`src/raw_frame_to_rgba8888_macros.svh`:
```
// Assertion macros for the raw frame to RGBA8888 converter.
// Included by the top level; no other dependencies.
`ifndef RAW_FRAME_TO_RGBA8888_MACROS_SVH
`define RAW_FRAME_TO_RGBA8888_MACROS_SVH
`ifndef ASSERT_OFF
// Same-cycle implication, disabled during reset.
`define RF_ASSERT_IMP(lbl, clk, rst, ante, cons) \
   lbl: assert property (@(posedge clk) disable iff (rst) (ante) |-> (cons)) \
      else $error("raw_frame_to_rgba8888 assertion failed");
// Next-cycle implication, disabled during reset.
`define RF_ASSERT_NXT(lbl, clk, rst, ante, cons) \
   lbl: assert property (@(posedge clk) disable iff (rst) (ante) |=> (cons)) \
      else $error("raw_frame_to_rgba8888 assertion failed");
`else
`define RF_ASSERT_IMP(lbl, clk, rst, ante, cons)
`define RF_ASSERT_NXT(lbl, clk, rst, ante, cons)
`endif
`endif

```
`src/rf2rgba_pkg.sv`:
```
// Package for the raw frame to RGBA8888 converter: format and status codes,
// bytes-per-pixel lookup and the 5/6-bit channel expansion. No dependencies.
package rf2rgba_pkg;

   // Result status codes.
   localparam logic [1:0] ST_PIXEL      = 2'd0;
   localparam logic [1:0] ST_BAD_FORMAT = 2'd1;
   localparam logic [1:0] ST_BAD_DIMS   = 2'd2;
   localparam logic [1:0] ST_INCOMPLETE = 2'd3;

   // Pixel format codes from the header.
   localparam logic [2:0] FMT_RGBA8888 = 3'd1;
   localparam logic [2:0] FMT_RGBX8888 = 3'd2;
   localparam logic [2:0] FMT_RGB888   = 3'd3;
   localparam logic [2:0] FMT_RGB565   = 3'd4;
   localparam logic [2:0] FMT_BGRA8888 = 3'd5;

   // Reciprocal constants: x*255/31 == (x*8625630) >> 20 for 5-bit x,
   // x*255/63 == (x*4244475) >> 20 for 6-bit x.
   localparam logic [23:0] EXP5_MULT = 24'd8625630;
   localparam logic [23:0] EXP6_MULT = 24'd4244475;

   typedef logic [2:0] bpp_type;

   // Input bytes per pixel; zero for an unknown format.
   function automatic bpp_type fmt_bpp(input logic [2:0] fmt);
      bpp_type n;
      case (fmt)
         FMT_RGBA8888, FMT_RGBX8888, FMT_BGRA8888: n = 3'd4;
         FMT_RGB888:                               n = 3'd3;
         FMT_RGB565:                               n = 3'd2;
         default:                                  n = 3'd0;
      endcase
      return n;
   endfunction

   // Widen a 5-bit channel to 8 bits, truncating.
   function automatic logic [7:0] expand5(input logic [4:0] x);
      logic [28:0] p;
      p = {24'd0, x} * {5'd0, EXP5_MULT};
      return p[27:20];
   endfunction

   // Widen a 6-bit channel to 8 bits, truncating.
   function automatic logic [7:0] expand6(input logic [5:0] x);
      logic [29:0] p;
      p = {24'd0, x} * {6'd0, EXP6_MULT};
      return p[27:20];
   endfunction

endpackage

```
`src/raw_frame_to_rgba8888.sv`:
```
// Raw capture frame to RGBA8888 converter, top level.
// Depends on rf2rgba_pkg and raw_frame_to_rgba8888_macros.svh.
//
//  channel  direction  ports                 payload
//  req      in         req_t*                tdata: data byte; tuser: frame start
//  rsp      out        rsp_t*                tdata: RGBA + width/height; tuser: status;
//                                            tlast: last pixel of frame
//
// One input item is taken per cycle; its result, if any, appears in the output
// register on the next cycle, set by the single header/pixel update stage.
// The output register lets a new item in while a result waits to be taken;
// input stalls only when that register is full and rsp_tready is low.
// Synchronous active-high reset returns the parser to idle with no result pending.
`include "raw_frame_to_rgba8888_macros.svh"

module raw_frame_to_rgba8888
   import rf2rgba_pkg::*;
#(
   parameter int DIM_BITS = 16
) (
   input  logic        clock,
   input  logic        reset,
   input  logic        req_tvalid,
   output logic        req_tready,
   input  logic [7:0]  req_tdata,   // [7:0] data_byte
   input  logic        req_tuser,   // [0] frame_start
   output logic        rsp_tvalid,
   input  logic        rsp_tready,
   output logic [63:0] rsp_tdata,   // [7:0] red, [15:8] green, [23:16] blue,
                                    // [31:24] alpha, [47:32] frame_width,
                                    // [63:48] frame_height
   output logic [1:0]  rsp_tuser,   // [1:0] status
   output logic        rsp_tlast    // last_pixel
);

   localparam logic [1:0] PH_IDLE   = 2'd0;
   localparam logic [1:0] PH_HEADER = 2'd1;
   localparam logic [1:0] PH_PIXELS = 2'd2;
   localparam logic [1:0] PH_DONE   = 2'd3;

   // Parser state.
   logic [1:0]          phase_ff, phase_in;
   logic [3:0]          hcnt_ff, hcnt_in;
   logic [31:0]         hshift_ff, hshift_in;
   logic [31:0]         width_ff, width_in;
   logic [31:0]         height_ff, height_in;
   logic [2:0]          fmt_ff, fmt_in;
   logic [23:0]         pbytes_ff, pbytes_in;
   logic [1:0]          bip_ff, bip_in;
   logic [DIM_BITS-1:0] col_left_ff, col_left_in;
   logic [DIM_BITS-1:0] row_left_ff, row_left_in;

   // Output register.
   logic        out_valid_ff, out_valid_in;
   logic [63:0] out_data_ff, out_data_in;
   logic [1:0]  out_status_ff, out_status_in;
   logic        out_last_ff, out_last_in;

   logic       accept;
   logic       start;
   logic [7:0] din;
   logic [1:0] ph_eff;
   logic [3:0] hcnt_eff;
   logic [31:0] hshift_eff;
   logic       emit;
   logic [1:0] emit_status;
   logic       emit_last;
   logic [7:0] red, green, blue, alpha;
   bpp_type    bpp;
   logic [7:0] p0, p1, p2;
   logic [15:0] v565;
   logic       fmt_ok;
   logic       dims_bad;
   logic       last_pix;

   assign req_tready = !out_valid_ff || rsp_tready;
   assign accept     = req_tvalid && req_tready;
   assign start      = req_tuser;
   assign din        = req_tdata;
   assign bpp        = fmt_bpp(fmt_ff);

   // Pixel byte selection by input pixel size.
   always_comb begin
      p0 = pbytes_ff[7:0];
      p1 = (bpp == 3'd2) ? din : pbytes_ff[15:8];
      if (bpp == 3'd4) begin
         p2 = pbytes_ff[23:16];
      end else if (bpp == 3'd3) begin
         p2 = din;
      end else begin
         p2 = 8'd0;
      end
      v565 = {p1, p0};
   end

   // Channel mapping per format.
   always_comb begin
      case (fmt_ff)
         FMT_RGBA8888: begin
            red = p0; green = p1; blue = p2; alpha = din;
         end
         FMT_BGRA8888: begin
            red = p2; green = p1; blue = p0; alpha = din;
         end
         FMT_RGBX8888, FMT_RGB888: begin
            red = p0; green = p1; blue = p2; alpha = 8'hFF;
         end
         default: begin
            red   = expand5(v565[15:11]);
            green = expand6(v565[10:5]);
            blue  = expand5(v565[4:0]);
            alpha = 8'hFF;
         end
      endcase
   end

   // On the twelfth header byte the format word is this byte over the upper
   // three bytes already shifted in.
   assign fmt_ok   = (din == 8'd0) && (hshift_ff[31:11] == 21'd0) &&
                     (fmt_bpp(hshift_ff[10:8]) != 3'd0);
   assign dims_bad = (width_ff == 32'd0) || (height_ff == 32'd0) ||
                     (|width_ff[31:DIM_BITS]) || (|height_ff[31:DIM_BITS]);
   assign last_pix = (col_left_ff == DIM_BITS'(1)) && (row_left_ff == DIM_BITS'(1));

   // Per-item state update and result selection.
   always_comb begin
      phase_in    = phase_ff;
      hcnt_in     = hcnt_ff;
      hshift_in   = hshift_ff;
      width_in    = width_ff;
      height_in   = height_ff;
      fmt_in      = fmt_ff;
      pbytes_in   = pbytes_ff;
      bip_in      = bip_ff;
      col_left_in = col_left_ff;
      row_left_in = row_left_ff;
      emit        = 1'b0;
      emit_status = ST_PIXEL;
      emit_last   = 1'b0;

      // A frame start aborts any frame in progress and restarts the header.
      ph_eff     = phase_ff;
      hcnt_eff   = hcnt_ff;
      hshift_eff = hshift_ff;
      if (start) begin
         if (phase_ff == PH_HEADER || phase_ff == PH_PIXELS) begin
            emit        = 1'b1;
            emit_status = ST_INCOMPLETE;
         end
         ph_eff      = PH_HEADER;
         hcnt_eff    = 4'd0;
         hshift_eff  = 32'd0;
         width_in    = 32'd0;
         height_in   = 32'd0;
         fmt_in      = 3'd0;
         pbytes_in   = 24'd0;
         bip_in      = 2'd0;
         col_left_in = '0;
         row_left_in = '0;
      end
      phase_in = ph_eff;

      case (ph_eff)
         PH_HEADER: begin
            hshift_in = {din, hshift_eff[31:8]};
            hcnt_in   = hcnt_eff + 4'd1;
            if (hcnt_in == 4'd4) begin
               width_in = hshift_in;
            end else if (hcnt_in == 4'd8) begin
               height_in = hshift_in;
            end else if (hcnt_in == 4'd12) begin
               // Format is checked before dimensions.
               if (!fmt_ok) begin
                  phase_in    = PH_DONE;
                  emit        = 1'b1;
                  emit_status = ST_BAD_FORMAT;
               end else begin
                  fmt_in = hshift_in[2:0];
                  if (dims_bad) begin
                     phase_in    = PH_DONE;
                     emit        = 1'b1;
                     emit_status = ST_BAD_DIMS;
                  end else begin
                     col_left_in = width_ff[DIM_BITS-1:0];
                     row_left_in = height_ff[DIM_BITS-1:0];
                     bip_in      = 2'd0;
                     pbytes_in   = 24'd0;
                     phase_in    = PH_PIXELS;
                  end
               end
            end
         end
         PH_PIXELS: begin
            if ({1'b0, bip_ff} + 3'd1 < bpp) begin
               // Collect another byte of the current pixel.
               case (bip_ff)
                  2'd0:    pbytes_in[7:0]   = din;
                  2'd1:    pbytes_in[15:8]  = din;
                  2'd2:    pbytes_in[23:16] = din;
                  default: pbytes_in        = pbytes_ff;
               endcase
               bip_in = bip_ff + 2'd1;
            end else begin
               // Pixel complete: emit it and step the column/row counters.
               emit        = 1'b1;
               emit_status = ST_PIXEL;
               emit_last   = last_pix;
               bip_in      = 2'd0;
               pbytes_in   = 24'd0;
               if (col_left_ff == DIM_BITS'(1)) begin
                  col_left_in = width_ff[DIM_BITS-1:0];
                  row_left_in = row_left_ff - DIM_BITS'(1);
               end else begin
                  col_left_in = col_left_ff - DIM_BITS'(1);
               end
               if (last_pix) begin
                  phase_in = PH_DONE;
               end
            end
         end
         default: begin
            phase_in = ph_eff;
         end
      endcase
   end

   // Result payload; stored width and height are those before any restart.
   always_comb begin
      out_valid_in  = out_valid_ff && !rsp_tready;
      out_data_in   = out_data_ff;
      out_status_in = out_status_ff;
      out_last_in   = out_last_ff;
      if (accept && emit) begin
         out_valid_in  = 1'b1;
         out_status_in = emit_status;
         out_last_in   = emit_last;
         out_data_in[47:32] = width_ff[15:0];
         out_data_in[63:48] = height_ff[15:0];
         if (emit_status == ST_PIXEL) begin
            out_data_in[31:0] = {alpha, blue, green, red};
         end else begin
            out_data_in[31:0] = 32'd0;
         end
      end
   end

   // Control registers.
   always_ff @(posedge clock) begin
      if (reset) begin
         phase_ff     <= PH_IDLE;
         hcnt_ff      <= 4'd0;
         hshift_ff    <= 32'd0;
         width_ff     <= 32'd0;
         height_ff    <= 32'd0;
         fmt_ff       <= 3'd0;
         pbytes_ff    <= 24'd0;
         bip_ff       <= 2'd0;
         col_left_ff  <= '0;
         row_left_ff  <= '0;
         out_valid_ff <= 1'b0;
      end else begin
         if (accept) begin
            phase_ff    <= phase_in;
            hcnt_ff     <= hcnt_in;
            hshift_ff   <= hshift_in;
            width_ff    <= width_in;
            height_ff   <= height_in;
            fmt_ff      <= fmt_in;
            pbytes_ff   <= pbytes_in;
            bip_ff      <= bip_in;
            col_left_ff <= col_left_in;
            row_left_ff <= row_left_in;
         end
         out_valid_ff <= out_valid_in;
      end
   end

   // Result payload registers.
   always_ff @(posedge clock) begin
      out_data_ff   <= out_data_in;
      out_status_ff <= out_status_in;
      out_last_ff   <= out_last_in;
   end

   assign rsp_tvalid = out_valid_ff;
   assign rsp_tdata  = out_data_ff;
   assign rsp_tuser  = out_status_ff;
   assign rsp_tlast  = out_last_ff;

   // Error results carry no color and never end a frame.
   `RF_ASSERT_IMP(a_err_clean, clock, reset, out_valid_ff && (out_status_ff != ST_PIXEL),
                  (out_data_ff[31:0] == 32'd0) && !out_last_ff)
   // The pixel counters never run out while pixels are still expected.
   `RF_ASSERT_IMP(a_cnt_live, clock, reset, phase_ff == PH_PIXELS,
                  (col_left_ff != '0) && (row_left_ff != '0) && ({1'b0, bip_ff} < bpp))
   // A waiting result blocks input only while it is not taken.
   `RF_ASSERT_IMP(a_no_overrun, clock, reset, out_valid_ff && !rsp_tready, !req_tready)
   // The final pixel always leaves the parser in the done state.
   `RF_ASSERT_NXT(a_last_done, clock, reset, accept && emit && emit_last, phase_ff == PH_DONE)

endmodule
```
`config.mk`:
```
export PLATFORM = sky130hd
export DESIGN_NAME = raw_frame_to_rgba8888
export DESIGN_NICKNAME = d
export VERILOG_FILES = /design/src/rf2rgba_pkg.sv /design/src/raw_frame_to_rgba8888.sv
export VERILOG_INCLUDE_DIRS = /design/src /design/src/src
export SDC_FILE = /design/constraint.sdc
export NUM_CORES = 1
export LEC_CHECK = 0
export BUFFER_PORTS_ARGS = -buffer_cell sky130_fd_sc_hd__buf_2
export CAP_MARGIN = 0
export CORE_MARGIN = 2
export CORE_UTILIZATION = 56
export CTS_CLUSTER_SIZE = 28
export DETAILED_ROUTE_END_ITERATION = 10
export PLACE_DENSITY = 0.88
export SLEW_MARGIN = 0
export SYNTH_ARGS = -nofsm -noshare
export SYNTH_HDL_FRONTEND = slang
export SYNTH_SLANG_ARGS = --single-unit
```
`constraint.sdc`:
```
create_clock -name clock -period 5.7 [get_ports clock]
set_input_delay 0.57 -clock clock [delete_from_list [all_inputs] [get_ports clock]]
set_output_delay 0.57 -clock clock [all_outputs]
set_load 0.05 [all_outputs]
```
======== Word level (Yosys, flattened, before mapping) ========
Cells that the tools add are included.
storage, ports and cells
  output and inout port bits .............. 69
  bits of input ports ..................... 13
  register bits after elaboration ......... 231
  word-level logic and storage cells ...... 178
cells by class
  multipliers ............................. 3
  order comparisons ....................... 1
  reductions and logical operators ........ 35
  eq/ne operators ......................... 27
  $add $sub $neg .......................... 5
  bitwise logic cells ..................... 1
  mux-type cells .......................... 89
operator list
  kind                     number
  $mux W16                 16
  $mux W32                 8
  $mux W24                 7
  $pmux W8 S2              5
  $logic_not A32 Y1        2
  $pmux W16 S2             2
  $mul A5 B23 Y27 const B  2
  $pmux W24 S2             1
  $mux W2                  21
  $mux W8                  5
  $eq A16 B1 Y1 const B    2
  $reduce_or A16 Y1        2
  $sub A16 B1 Y16 const B  2
  $mul A6 B23 Y28 const B  1
  $logic_not A21 Y1        1
  $eq A3 B2 Y1 const B     6
  $mux W3                  6
  $pmux W3 S3              2
  $eq A3 B3 Y1 const B     5
  $ne A4 B3 Y1 const B     3
  $pmux W2 S2              3
  $mux W1                  11
  $reduce_or A2 Y1         5
  $reduce_or A3 Y1         3
  20 further kinds         40

======== Depth between registers and ports, before layout ========
Gate-level depths: netlist of the first run.
  word-level depth ........................ 12
  mapped depth ............................ 22
  gate-level depth less buffers ........... 20

======== Worst setup path before layout of the first run ========
Ideal clock, no wire load.
  path type ............................... input -> register
  start ................................... input req_tuser
  end ..................................... register out_data_ff[0], in the netlist rsp_tdata[0] (enable)
  arrival ................................. 5.250 ns
  path slack .............................. -0.042 ns
  data required time ...................... 5.208 ns
  buffers on the path ..................... 4
  setup time .............................. 0.492 ns
  cell stages on the path ................. 13
  cells stage by stage .................... buf_2 > clkbuf_1 > clkbuf_1 > nor2b_1 > ha_1 > and4bb_1 > o31ai_1 > or4_1 > buf_2 > o21ai_0 > a21oi_1 > a21oi_1 > nor2_1
on the way
  longest elaborated chain between the ends .. 8
  elaborated cells on any way between the ends .. 17
  those cells by class .................... 1 x add/sub; 5 x eq/ne; 10 x mux; 1 x reduce/logical
ends and longest elaborated chain
  what                                             line                                                        source
  start: declaration                               raw_frame_to_rgba8888.sv:26                                 input logic req_tuser,
  $mux W4 / $mux W1 (equally long branches)        raw_frame_to_rgba8888.sv:145                                if (start) begin
  $add A4 B1 Y4 / $mux W1 (equally long branches)  raw_frame_to_rgba8888.sv:166, raw_frame_to_rgba8888.sv:179
  $eq A4 B4 Y1 / $mux W1 (equally long branches)   raw_frame_to_rgba8888.sv:171, raw_frame_to_rgba8888.sv:173
  $mux W1                                          raw_frame_to_rgba8888.sv:171                                end else if (hcnt_in == 4'd12) begin
  $mux W1                                          raw_frame_to_rgba8888.sv:169                                end else if (hcnt_in == 4'd8) begin
  $mux W1                                          raw_frame_to_rgba8888.sv:167                                if (hcnt_in == 4'd4) begin
  $pmux W1 S2 *                                    raw_frame_to_rgba8888.sv:163                                case (ph_eff)
  $logic_and A1 B1 Y1 *                            raw_frame_to_rgba8888.sv:233                                if (accept && emit) begin
  end signal: assignment                           raw_frame_to_rgba8888.sv:280                                out_data_ff <= out_data_in;
  end: declaration                                 raw_frame_to_rgba8888.sv:55                                 logic [63:0] out_data_ff, out_data_in;
Mark *: on every way between the ends. The rest lies on a longest branch, timed or not.
A chain may end at the register's enable or synchronous reset.

======== Worst setup path in the final report of the first run ========
  start ................................... register fmt_ff[0]
  end ..................................... register out_data_ff[4], in the netlist rsp_tdata[4] (data pin)
on the way
  longest elaborated chain between the ends .. 7
  elaborated cells on any way between the ends .. 20
  those cells by class .................... 1 x mul; 1 x order compare; 8 x eq/ne; 7 x mux; 3 x reduce/logical
ends and longest elaborated chain
  what                                                    line                                                       source
  start: declaration                                      raw_frame_to_rgba8888.sv:47                                logic [2:0] fmt_ff, fmt_in;
  start signal: assignment                                raw_frame_to_rgba8888.sv:268                               fmt_ff <= fmt_in;
  $eq A3 B3 Y1, or another cell as far along              rf2rgba_pkg.sv:28, raw_frame_to_rgba8888.sv:98
  $reduce_or A3 Y1                                        rf2rgba_pkg.sv:28                                          case (fmt)
  $pmux W3 S3                                             rf2rgba_pkg.sv:28
  $eq A3 B2 Y1, or another cell as far along              raw_frame_to_rgba8888.sv:85                                p1 = (bpp == 3'd2) ? din : pbytes_ff[15:8];
  $mux W8, or another cell as far along                   raw_frame_to_rgba8888.sv:85
  $mul A5 B23 Y27, or another cell as far along           rf2rgba_pkg.sv:40                                          p = {24'd0, x} * {5'd0, EXP5_MULT};
  $pmux W8 S2 / $logic_not A2 Y1 (equally long branches)  raw_frame_to_rgba8888.sv:98, raw_frame_to_rgba8888.sv:239
Parallel ways exist; a longest one is shown, timed or not.

==> metrics.txt, run 1 <==
status=completed; crit path time final=~5.4 ns; worst setup path class=flip-flop to flip-flop; Post-Route WL=roughly 36000 um; chip height=around 160 um; asr flop ratio synth=0%; Total Routing Usage GR=around 28%; crit path buf inv count=3; Int Pwr=roughly 2.6 mW; slowest CP cell=fa_1; Synth Flop Type=dfxtp_1; final setup vio count=0; RSZ-0062 raised after global routing=true; Inst Count DP=roughly 1900; Post-synth EDFFs=67; post-placement setup slack=between 0.07 and 0.08 ns; delay-heaviest family, CP=adder cells; grt total ovfl=0; Via density=6.29; number of max-cap violations=0; Die W=roughly 160 um; Max Freq=between 150 and 200 MHz; largest net degree at the start of global routing=99; combinational power share=under 10%; CTS Buffer Depth=3; Sw Share=approximately a quarter; Post-CTS Setup Bufs=0; DIE AREA=roughly 26000 sq um; starting density of the core=between 50 and 60%; HPWL after detailed placement=roughly 26000 um; CTS tree=built; DRC viols=0; Synth Warn #=0; clock slew at reported path FFs=~0.07 ns; Crit path required time=~6.1 ns; vias=roughly 12000; num rows=57; syn avg cell area=~9.1 sq um; routability cong.=around 0.9; cell count after synthesis=1511; net switching power=around 0.86 mW; starting DRC count in detailed routing=1144; critical path peak fanout=9; worst skew pair latency=between 0.5 and 0.6 ns; VDD IR max=between 300 and 400 uV; Worst EP arrival=about 5.7 ns; leakage power=6.67 nW; DRT antenna net count=0; Worst-Margin Slew=between 1 and 1.5 ns; CP max stage delay=0.56 ns; core area=roughly 24000 sq um; initial antenna violation count=0; Final Hold Fails=0; final core utilization=63.5%; H-tree lvl count=1; clock share of power=45.4%; Port-buffer cells=81; CP Cell Sequence=nor3b_2 > mux2_2 > ha_1 > inv_1 > ha_1 > nand2b_1 > fa_1 > inv_1 > fa_1 > inv_1 > ha_1 > nand4_1 > nor3_2 > o221ai_1 > a311oi_2 > a211oi_2 > or4_1 > o211ai_1; nets=between 1500 and 2000; placed inst area=between 10000 and 15000 sq um; first-pass GRT wire length=slightly below 60000 um; post-synth net total=between 1500 and 2000; slew margin rel.=between 30% and 40%; root buf cell=clkbuf_16; setup ws final=about 0.33 ns; Cell variety after synth=65; PwrDens=between 200 and 250 nW/um^2; Sink Count=approximately 220; mapped cell area=around 14000 sq um; Sequential Power Share=47.8%; Inserted Clock Buffers=24; vias in the first global route=about 12000; layout cells sized above 1=between 10 and 15%; Area growth, synth to finish=12.1%; Hold-fix buffers, CTS=0; final instance area=around 15000 sq um; Hold Path Class=input port to flip-flop; I/O pin count=82; crit path capture type=flip-flop; Cell Count, Final, Fillers Out=approximately 1900; Worst Setup Start Kind=flip-flop; router iterations before antenna repair=6; Antenna Cells=0; WL/cell=roughly 19 um; Max Slew Vio Count=0; Yosys reg bits=~220; skew final=between 0.03 and 0.04 ns; final worst-path cycle share=between 90% and 100%; post-synthesis sequential area ratio=between 30% and 40%
## cells by family after synthesis
| family | count (synthesis) | share of synthesized area [%] |
|---|---|---|
| adders and majority gates | 169 | 17.9 |
| muxes | 17 | 1.28 |
| AOI/OAI and AO/OA | 392 | 18.8 |
| DFF | 223 | 37.5 |
| and+or+nand+nor | 478 | 16.9 |
| xor gates and xnor gates | 29 | 1.86 |
| buffers and inverters | 203 | 5.68 |
## tightest hold or removal path, stage by stage
cell and delay [ns]:
buf_2 0.13, nand2_1 0.06, o22ai_1 0.09
## repair_timing
item                                   in CTS  in global routing
endpoints found under the hold margin       0                  0
gates resized for setup                     0                  7
setup endpoints to repair                   0                  7
## final cells by class
type	count	area (sq um)
inverters	126	473
well taps	324	405
clock buffers	29	629
flip-flops and latches	223	5130
repair buffers	120	702
multi-input cells	1085	7830
fillers	1874	8830
clock inverters	15	171
## power by group through the flow
stage | registers (mW) | logic, mW | clock network, mW
final | 1.67 | 0.241 | 1.59
after global routing | 1.67 | 0.252 | 1.66
after CTS | 1.67 | 0.237 | 1.60
after detailed placement | 1.71 | 0.236 | 0
after global placement | 1.70 | 0.233 | 0
after floorplan | 1.77 | 0.0999 | 0
## registers in the layout, indices dropped and copies added, names as in the netlist
name / count
rsp_tdata: 64
row_left_ff: 16
hcnt_ff: 4
rsp_tvalid: 1
rsp_tuser: 2
col_left_ff: 16
fmt_ff: 3
height_ff: 32
pbytes_ff: 24
phase_ff: 2
rsp_tlast: 1
bip_ff: 2
width_ff: 32
hshift_ff: 24
## synthesized netlist by cell type, types with 10 or more instances
master / number / share of area (%)
inv_1: 126 / 3.5
clkbuf_1: 65 / 1.8
ha_1: 124 / 11
nor3b_1: 11 / 0.60
edfxtp_1: 67 / 15
xor2_1: 17 / 1.1
xnor2_1: 12 / 0.77
fa_1: 45 / 6.6
dfxtp_1: 156 / 23
a31oi_1: 15 / 0.69
nand2_1: 122 / 3.3
o21ai_1: 37 / 1.4
nand3_1: 24 / 0.88
and3_1: 18 / 0.82
mux2i_1: 13 / 0.95
nor4_1: 35 / 1.6
nand4_1: 13 / 0.59
or4_1: 10 / 0.55
a22o_1: 24 / 1.5
nor2_1: 147 / 4.0
a21oi_1: 86 / 3.1
a22oi_1: 95 / 5.2
nor2b_1: 26 / 1.2
o21ai_0: 49 / 1.8
nor3_1: 33 / 1.2
## per-layer routing
layer	share of wire (%)	wire length (um)	track usage (%)
met5	0	0	0
met3	9.0	3280	5.29
met4	4.0	1450	12.0
met2	47	17000	45.8
met1	40	14500	35.9
## cells in the final DEF (no fill, tap or decap), drive strengths merged, types with 5 or more instances in the layout
master	synthesis	layout
a211oi	8	8
a21o	9	9
a21oi	86	86
a221oi	6	6
a22o	24	24
a22oi	95	95
a311oi	6	6
a31oi	15	15
and2	6	6
and3	18	18
buf	12	120
clkbuf	65	29
clkinv	0	8
dfxtp	156	156
edfxtp	67	67
fa	45	45
ha	124	124
inv	126	130
mux2i	13	13
nand2	122	122
nand2b	9	9
nand3	24	24
nand4	13	13
nor2	147	147
nor2b	26	26
nor3	34	34
nor3b	12	12
nor4	35	35
o2111ai	6	6
o211ai	6	6
o21a	8	8
o21ai	86	86
o221ai	6	6
o22ai	5	5
or2	6	6
or4	10	10
xnor2	12	12
xor2	17	17
## path summary, 6_finish.rpt
check | start | end | slack, ns | depth (start not counted)
worst max-delay path | fmt_ff[0] | rsp_tdata[4] | 0.33 | 18
worst min-delay path | req_tvalid | rsp_tvalid | 0.36 | 3
worst max register to register | fmt_ff[0] | rsp_tdata[4] | 0.33 | 18
worst min register to register | col_left_ff[4] | col_left_ff[4] | 0.47 | 2
## stage by stage
stage | setup TNS, ns | hold WS [ns] | total power, mW
finish | 0 | 0.363 | 3.50
global route | -0.000101 | 0.363 | 3.59
CTS | 0 | 0.350 | 3.51
detailed placement | 0 | 0.460 | 1.94
global placement | 0 | 0.449 | 1.94
floorplan | 0 | 0.437 | 1.87
Power figures use the tool's default switching activity.
==> run 2, diff against run 1 <==
--- a/config.mk
+++ b/config.mk
@@ -13,6 +13,7 @@
 export CTS_CLUSTER_SIZE = 28
 export DETAILED_ROUTE_END_ITERATION = 10
 export PLACE_DENSITY = 0.88
+export REMOVE_ABC_BUFFERS = 1
 export SLEW_MARGIN = 0
 export SYNTH_ARGS = -nofsm -noshare
 export SYNTH_HDL_FRONTEND = slang
==> constraint.sdc (replaced) <==
create_clock -name clock -period 4.6 [get_ports clock]
set_input_delay 0.46 -clock clock [delete_from_list [all_inputs] [get_ports clock]]
set_output_delay 0.46 -clock clock [all_outputs]
set_load 0.05 [all_outputs]
==> metrics.txt, run 2 (same netlist as run 1, synthesis figures left out) <==
clock share of power=45.8% (+0.4 points); DIE AREA=25700 sq um (unchanged); Hold Path End=width_ff[9]; Tot Pwr=4.39 mW (+25%); VDD IR max=279 uV (-12%); Hold-fix buffers, CTS=0 (unchanged); PwrDens=265 nW/um^2 (+16%); layout cells sized above 1=20.2% (+8.9 points); initial antenna violation count=0 (unchanged); router iterations before antenna repair=6 (unchanged); Via density=6.47 (+2.7%); largest net degree at the start of global routing=97 (-2.0%); vias in the first global route=12500 (+6.5%); chip height=160 um (unchanged); CTS Buffer Depth=3 (unchanged); FF/Latch Area=5140 sq um (about the same); reg2reg setup slack=-0.48 ns (-0.81 ns); final worst-path cycle share=110% (+16 points); DRT antenna net count=0 (unchanged); Hold Path Class=input port to flip-flop; Total Routing Usage GR=31.0% (+3.2 points); worst setup path startpoint=fmt_ff[1]; vias=12900 (+6.8%); WL/cell=21.0 um (+11%); leakage power=7.14 nW (+7.1%); Max Slew Vio Count=0 (unchanged); WHS Path Cells=2 (-1); R2R depth=19 (+1); FF-to-FF Start=fmt_ff[1]; crit path capture type=flip-flop; Inserted Clock Buffers=24 (unchanged); Worst-Margin Slew=1.32 ns (+0.297 ns); crit path time final=5.08 ns (-0.295 ns); num rows=57 (unchanged); net switching power=1.11 mW (+29%); Hold Worst Slack=0.233 ns (-0.129 ns); routability cong.=0.949 (+4.1%); Sequential Power Share=47.1% (-0.7 points); Largest register FFs=64 (unchanged); Worst Setup Start Kind=flip-flop; H-tree lvl count=1 (unchanged); nets=1839 (+4.4%); Multi-input gate area=8420 sq um (+7.5%); I/O pin count=82 (unchanged); most common cell after layout, fill and taps aside=dfxtp_1; root buf cell=clkbuf_16; Port-buffer cells=81 (unchanged); Sw Share=25.3% (+0.67 points); Fill cells=1631 (-13%); HP Start=reset; R2R Path End=rsp_tdata[7]; starting density of the core=56.6% (unchanged); final core utilization=68.6% (+5.1 points); core area=24200 sq um (unchanged); combinational power share=7.1% (+0.2 points); worst skew pair latency=0.54 ns (about the same); slew margin rel.=11.6% (-20 points); placed inst area=15000 sq um (+3.0%); Int Pwr=3.28 mW (+24%); worst setup path class=flip-flop to flip-flop; Final Hold Fails=0 (unchanged); Max Freq=197 MHz (+5.8%); HPWL after detailed placement=27400 um (+6.2%); Crit path required time=4.88 ns (-1.18 ns); Sink Count=223 (unchanged); setup ws final=-0.476 ns (-0.805 ns); Post-Route WL=42000 um (+16%); most frequent cells in the layout=153 x dfxtp_1, 143 x nor2_1, 121 x nand2_1, 113 x inv_1, 106 x ha_1; number of max-cap violations=0 (unchanged); skew final=0.0186 ns (-0.0184 ns); DRC viols=0 (unchanged); Area growth, synth to finish=21.2%; grt total ovfl=0 (unchanged); Antenna Cells=0 (unchanged); first-pass GRT wire length=64900 um (+10%); starting DRC count in detailed routing=1904 (+66%); status=finished with violations; final setup vio count=14 (+14); CTS tree=built; Die W=160 um (unchanged); critical path peak fanout=8 (-1); Worst EP arrival=5.36 ns (-0.37 ns); failing checks=setup timing; final instance area=16600 sq um (+8.1%); RSZ-0062 raised after global routing=true; post-placement setup slack=-0.842 ns (-0.916 ns); clock slew at reported path FFs=0.07 ns (about the same)
[run 2: area by class of cell]
cell class / count / area share (%)
tap: 324 / 2.44
sequential: 223 / 31.0
inverter: 126 / 2.88
clock inverter: 12 / 0.822
clock buffer: 32 / 4.11
multi-input combinational: 1085 / 50.8
timing repair buffer: 197 / 7.99
[run 2: critical path: stages, from the launching register on]
cell and delay, ns:
dfxtp_2 0.34, nor3b_4 0.26, mux2_4 0.36, ha_4 0.27
inv_2 0.04, ha_4 0.15, nand2b_4 0.14, fa_1 0.56
inv_2 0.06, fa_1 0.51, inv_2 0.05, ha_4 0.26
nand4_1 0.22, nor3_4 0.29, o221ai_2 0.13, a311oi_2 0.38
buf_4 0.21, a211oi_4 0.09, o2111a_1 0.27, a211o_1 0.23
[run 2: through the flow]
step           setup TNS, ns  std cells
2_1_floorplan         -65.81       1434
3_3_place_gp           -4.83       1936
3_5_place_dp           -7.17       1936
4_1_cts                -1.04       1991
5_1_grt                -5.21       1999
6_report               -3.62       1999
[run 2: power by group through the flow]
stage	combinational, mW	sequential, mW	clock [mW]
final	0.310	2.07	2.01
after global routing	0.322	2.07	2.09
after CTS	0.299	2.07	2.00
after detailed placement	0.297	2.11	0
after global placement	0.293	2.11	0
after floorplan	0.0915	2.19	0
[run 2: per-layer routing]
metal  GRT usage [%]  part of all wire [%]  up-vias
met3            5.22                    10      173
met1            40.9                    38     6153
met4            13.6                   4.4        0
met5               0                     0        -
li1                -                     -     5748
met2            50.6                    47      851
[run 2: timing repair]
item | in CTS | in global routing
pin swaps | 26 | 44
endpoints found under the hold margin | 0 | 0
endpoints found under the setup margin | 16 | 16
resized for setup | 76 | 61
buffers inserted | 12 | 11
cloned | 1 | 0
[run 2: worst max path at each step]
| stage | end | slack (ns) | depth (start not counted) |
|---|---|---|---|
| 2_1_floorplan | rsp_tdata[7] | -1.17 | 18 |
| 3_3_place_gp | rsp_tdata[3] | -0.58 | 20 |
| 3_5_place_dp | rsp_tdata[3] | -0.84 | 22 |
| 4_1_cts | rsp_tdata[5] | -0.20 | 19 |
| 5_1_grt | rsp_tdata[5] | -0.59 | 19 |
| 6_report | rsp_tdata[7] | -0.48 | 19 |
==> run 3, diff against run 2 <==
--- a/config.mk
+++ b/config.mk
@@ -10,6 +10,7 @@
 export CAP_MARGIN = 0
 export CORE_MARGIN = 2
 export CORE_UTILIZATION = 56
+export CTS_CLUSTER_DIAMETER = 30
 export CTS_CLUSTER_SIZE = 28
 export DETAILED_ROUTE_END_ITERATION = 10
 export PLACE_DENSITY = 0.88
==> constraint.sdc (replaced) <==
create_clock -name clock -period 4.6 [get_ports clock]
set_input_delay 0.46 -clock clock [delete_from_list [all_inputs] [get_ports clock]]
set_output_delay 0.46 -clock clock [all_outputs]
set_load 0.1 [all_outputs]
==> metrics.txt, run 3 (same netlist as run 1, synthesis figures left out) <==
root buf cell=clkbuf_16; Largest register FFs=64 (unchanged); Total Routing Usage GR=33.1% (+2.1 points); skew final=0.0415 ns (+0.0230 ns); PwrDens=328 nW/um^2 (+24%); clock slew at reported path FFs=0.05 ns (-0.02 ns); num rows=57 (unchanged); GR peak layer=met2; critical path peak fanout=5 (-3); Setup TNS=-4.07 ns (-0.453 ns); placed inst area=15000 sq um (unchanged); setup ws final=-0.375 ns (+0.101 ns); VDD IR max=319 uV (+14%); Final Hold Fails=0 (unchanged); Crit path required time=4.98 ns (+0.10 ns); R2R Path End=rsp_tdata[5]; Max Slew Vio Count=0 (unchanged); DIE AREA=25700 sq um (unchanged); initial antenna violation count=1 (+1); CTS Buffer Depth=3 (unchanged); final worst-path cycle share=108% (-2.2 points); Via density=6.63 (+2.6%); vias=13500 (+4.7%); nets=1863 (+1.3%); Hold-fix buffers, CTS=0 (unchanged); Hold Path Class=input port to flip-flop; vias in the first global route=13200 (+5.5%); Antenna Cells=0 (unchanged); WL/cell=21.8 um (+3.9%); Die W=160 um (unchanged); Port-buffer cells=81 (unchanged); crit path time final=4.97 ns (-0.101 ns); final core utilization=71.5% (+2.9 points); failing checks=setup timing; I/O pin count=82 (unchanged); routability cong.=0.949 (unchanged); final setup vio count=14 (unchanged); CP max stage delay=0.53 ns (-0.03 ns); Worst Setup Start Kind=flip-flop; Max Freq=201 MHz (+2.0%); Area growth, synth to finish=26.3%; grt total ovfl=0 (unchanged); leakage power=7.48 nW (+4.7%); WHS Path Cells=2 (unchanged); RSZ-0062 raised after global routing=true; slowest CP cell=fa_1; HPWL after detailed placement=27400 um (unchanged); first-pass GRT wire length=68900 um (+6.1%); layout cells sized above 1=21.7% (+1.6 points); status=finished with violations; met2 usage=54.1% (+3.5 points); Inserted Clock Buffers=42 (+75%); DRC viols=0 (unchanged); CTS tree=built; CP Cell Sequence=nor3b_4 > mux2_4 > ha_4 > inv_4 > ha_4 > nand2b_4 > fa_1 > inv_2 > fa_1 > inv_2 > ha_4 > nand4_1 > nor3_4 > o221ai_2 > a311oi_2 > buf_4 > a211oi_4 > or4b_1 > o211ai_1; Hold Path End=width_ff[9]; Worst EP arrival=5.36 ns (about the same); DRT antenna net count=0 (unchanged); FF-to-FF Start=fmt_ff[0]; crit path capture type=flip-flop; number of max-cap violations=0 (unchanged); largest net degree at the start of global routing=97 (unchanged); starting density of the core=56.6% (unchanged); final instance area=17300 sq um (+4.2%); router iterations before antenna repair=7 (+1); most common cell after layout, fill and taps aside=dfxtp_1; chip height=160 um (unchanged); met1 Usage GRT=41.7% (+0.73 points); R2R depth=19 (unchanged); slew margin rel.=5.43% (-6.1 points); Post-Route WL=44500 um (+6.0%); most frequent cells in the layout=154 x dfxtp_1, 143 x nor2_1, 121 x nand2_1, 113 x inv_1, 110 x buf_4; Hold Worst Slack=0.216 ns (-0.0176 ns); reg2reg setup slack=-0.37 ns (+0.10 ns); core area=24200 sq um (unchanged); H-tree lvl count=2 (+1); worst setup path class=flip-flop to flip-flop; starting DRC count in detailed routing=1993 (+4.7%); Worst-Margin Slew=1.41 ns (+0.0912 ns); met3 usage=6.69% (+1.5 points); crit path buf inv count=4 (unchanged); HP Start=reset; delay-heaviest family, CP=adder cells; Fill cells=1497 (-8.2%); Sink Count=223 (unchanged); worst skew pair latency=0.56 ns (+0.02 ns); Critical Path Most Common Cell=ha_4
==> run 3: changes by cell type in the layout (fill, tap and decap cells not counted), sizes merged, moves of 2 or more <==
cell      before  now
bufinv         2    4
clkinvlp       2    4
inv          127  131
clkbuf        32   52
buf          197  202
clkinv         7   13
==> run 3: how the worst max path moves through the flow <==
stage                       from           end  slack [ns]  cells past startpoint
detailed placement     fmt_ff[0]  rsp_tdata[3]       -0.84                     22
finish                 fmt_ff[0]  rsp_tdata[5]       -0.37                     19
CTS                    fmt_ff[0]  rsp_tdata[5]       -0.22                     19
global route           fmt_ff[0]  rsp_tdata[6]       -0.51                     20
floorplan              fmt_ff[2]  rsp_tdata[7]       -1.17                     18
global placement    req_tdata[7]  rsp_tdata[3]       -0.58                     20
==> run 3: layout make-up <==
cell class	instances	area (sq um)	share of cell area, %
sequential	223	5140	29.7
clock buffer	52	1170	6.77
clock inverter	26	330	1.91
inverter	126	480	2.78
timing repair buffer	202	1360	7.89
multi-input combinational	1086	8400	48.6
tap	324	405	2.34
==> run 3: repair_timing <==
item | 4_1_cts | 5_1_grt
resized for setup | 77 | 50
cloned | 2 | 0
buffers inserted | 14 | 12
pin swaps | 46 | 23
setup endpoints to repair | 16 | 16
==> run 3: metrics by stage <==
| stage | setup WS (ns) | total power [mW] | cells |
|---|---|---|---|
| after floorplan | -1.17 | 2.37 | 1434 |
| after global placement | -0.581 | 2.49 | 1936 |
| after detailed placement | -0.842 | 2.49 | 1936 |
| after CTS | -0.224 | 5.66 | 2029 |
| after global routing | -0.505 | 5.79 | 2039 |
| final | -0.375 | 5.68 | 2039 |
==> run 3: layer usage <==
| layer | vias to the layer above | share of wire [%] |
|---|---|---|
| met5 | - | 0.020 |
| met4 | 2 | 5.6 |
| met3 | 272 | 11 |
| met2 | 1060 | 47 |
| met1 | 6385 | 37 |
| li1 | 5808 | - |
==> run 3: power breakdown <==
part | switching, mW | total, mW | internal (mW)
Clock | 1.14 | 3.21 | 2.07
Combinational | 0.340 | 0.399 | 0.0589
Sequential | 0.0136 | 2.07 | 2.06
==> run 3: worst reg2reg max path, stage by stage, from the launching register on <==
cell,delay (ns)
dfxtp_2,0.33
nor3b_4,0.24
mux2_4,0.35
ha_4,0.28
inv_4,0.04
ha_4,0.14
nand2b_4,0.14
fa_1,0.53
inv_2,0.05
fa_1,0.51
inv_2,0.06
ha_4,0.27
nand4_1,0.23
nor3_4,0.30
o221ai_2,0.15
a311oi_2,0.31
buf_4,0.21
a211oi_4,0.08
or4b_1,0.51
o211ai_1,0.09
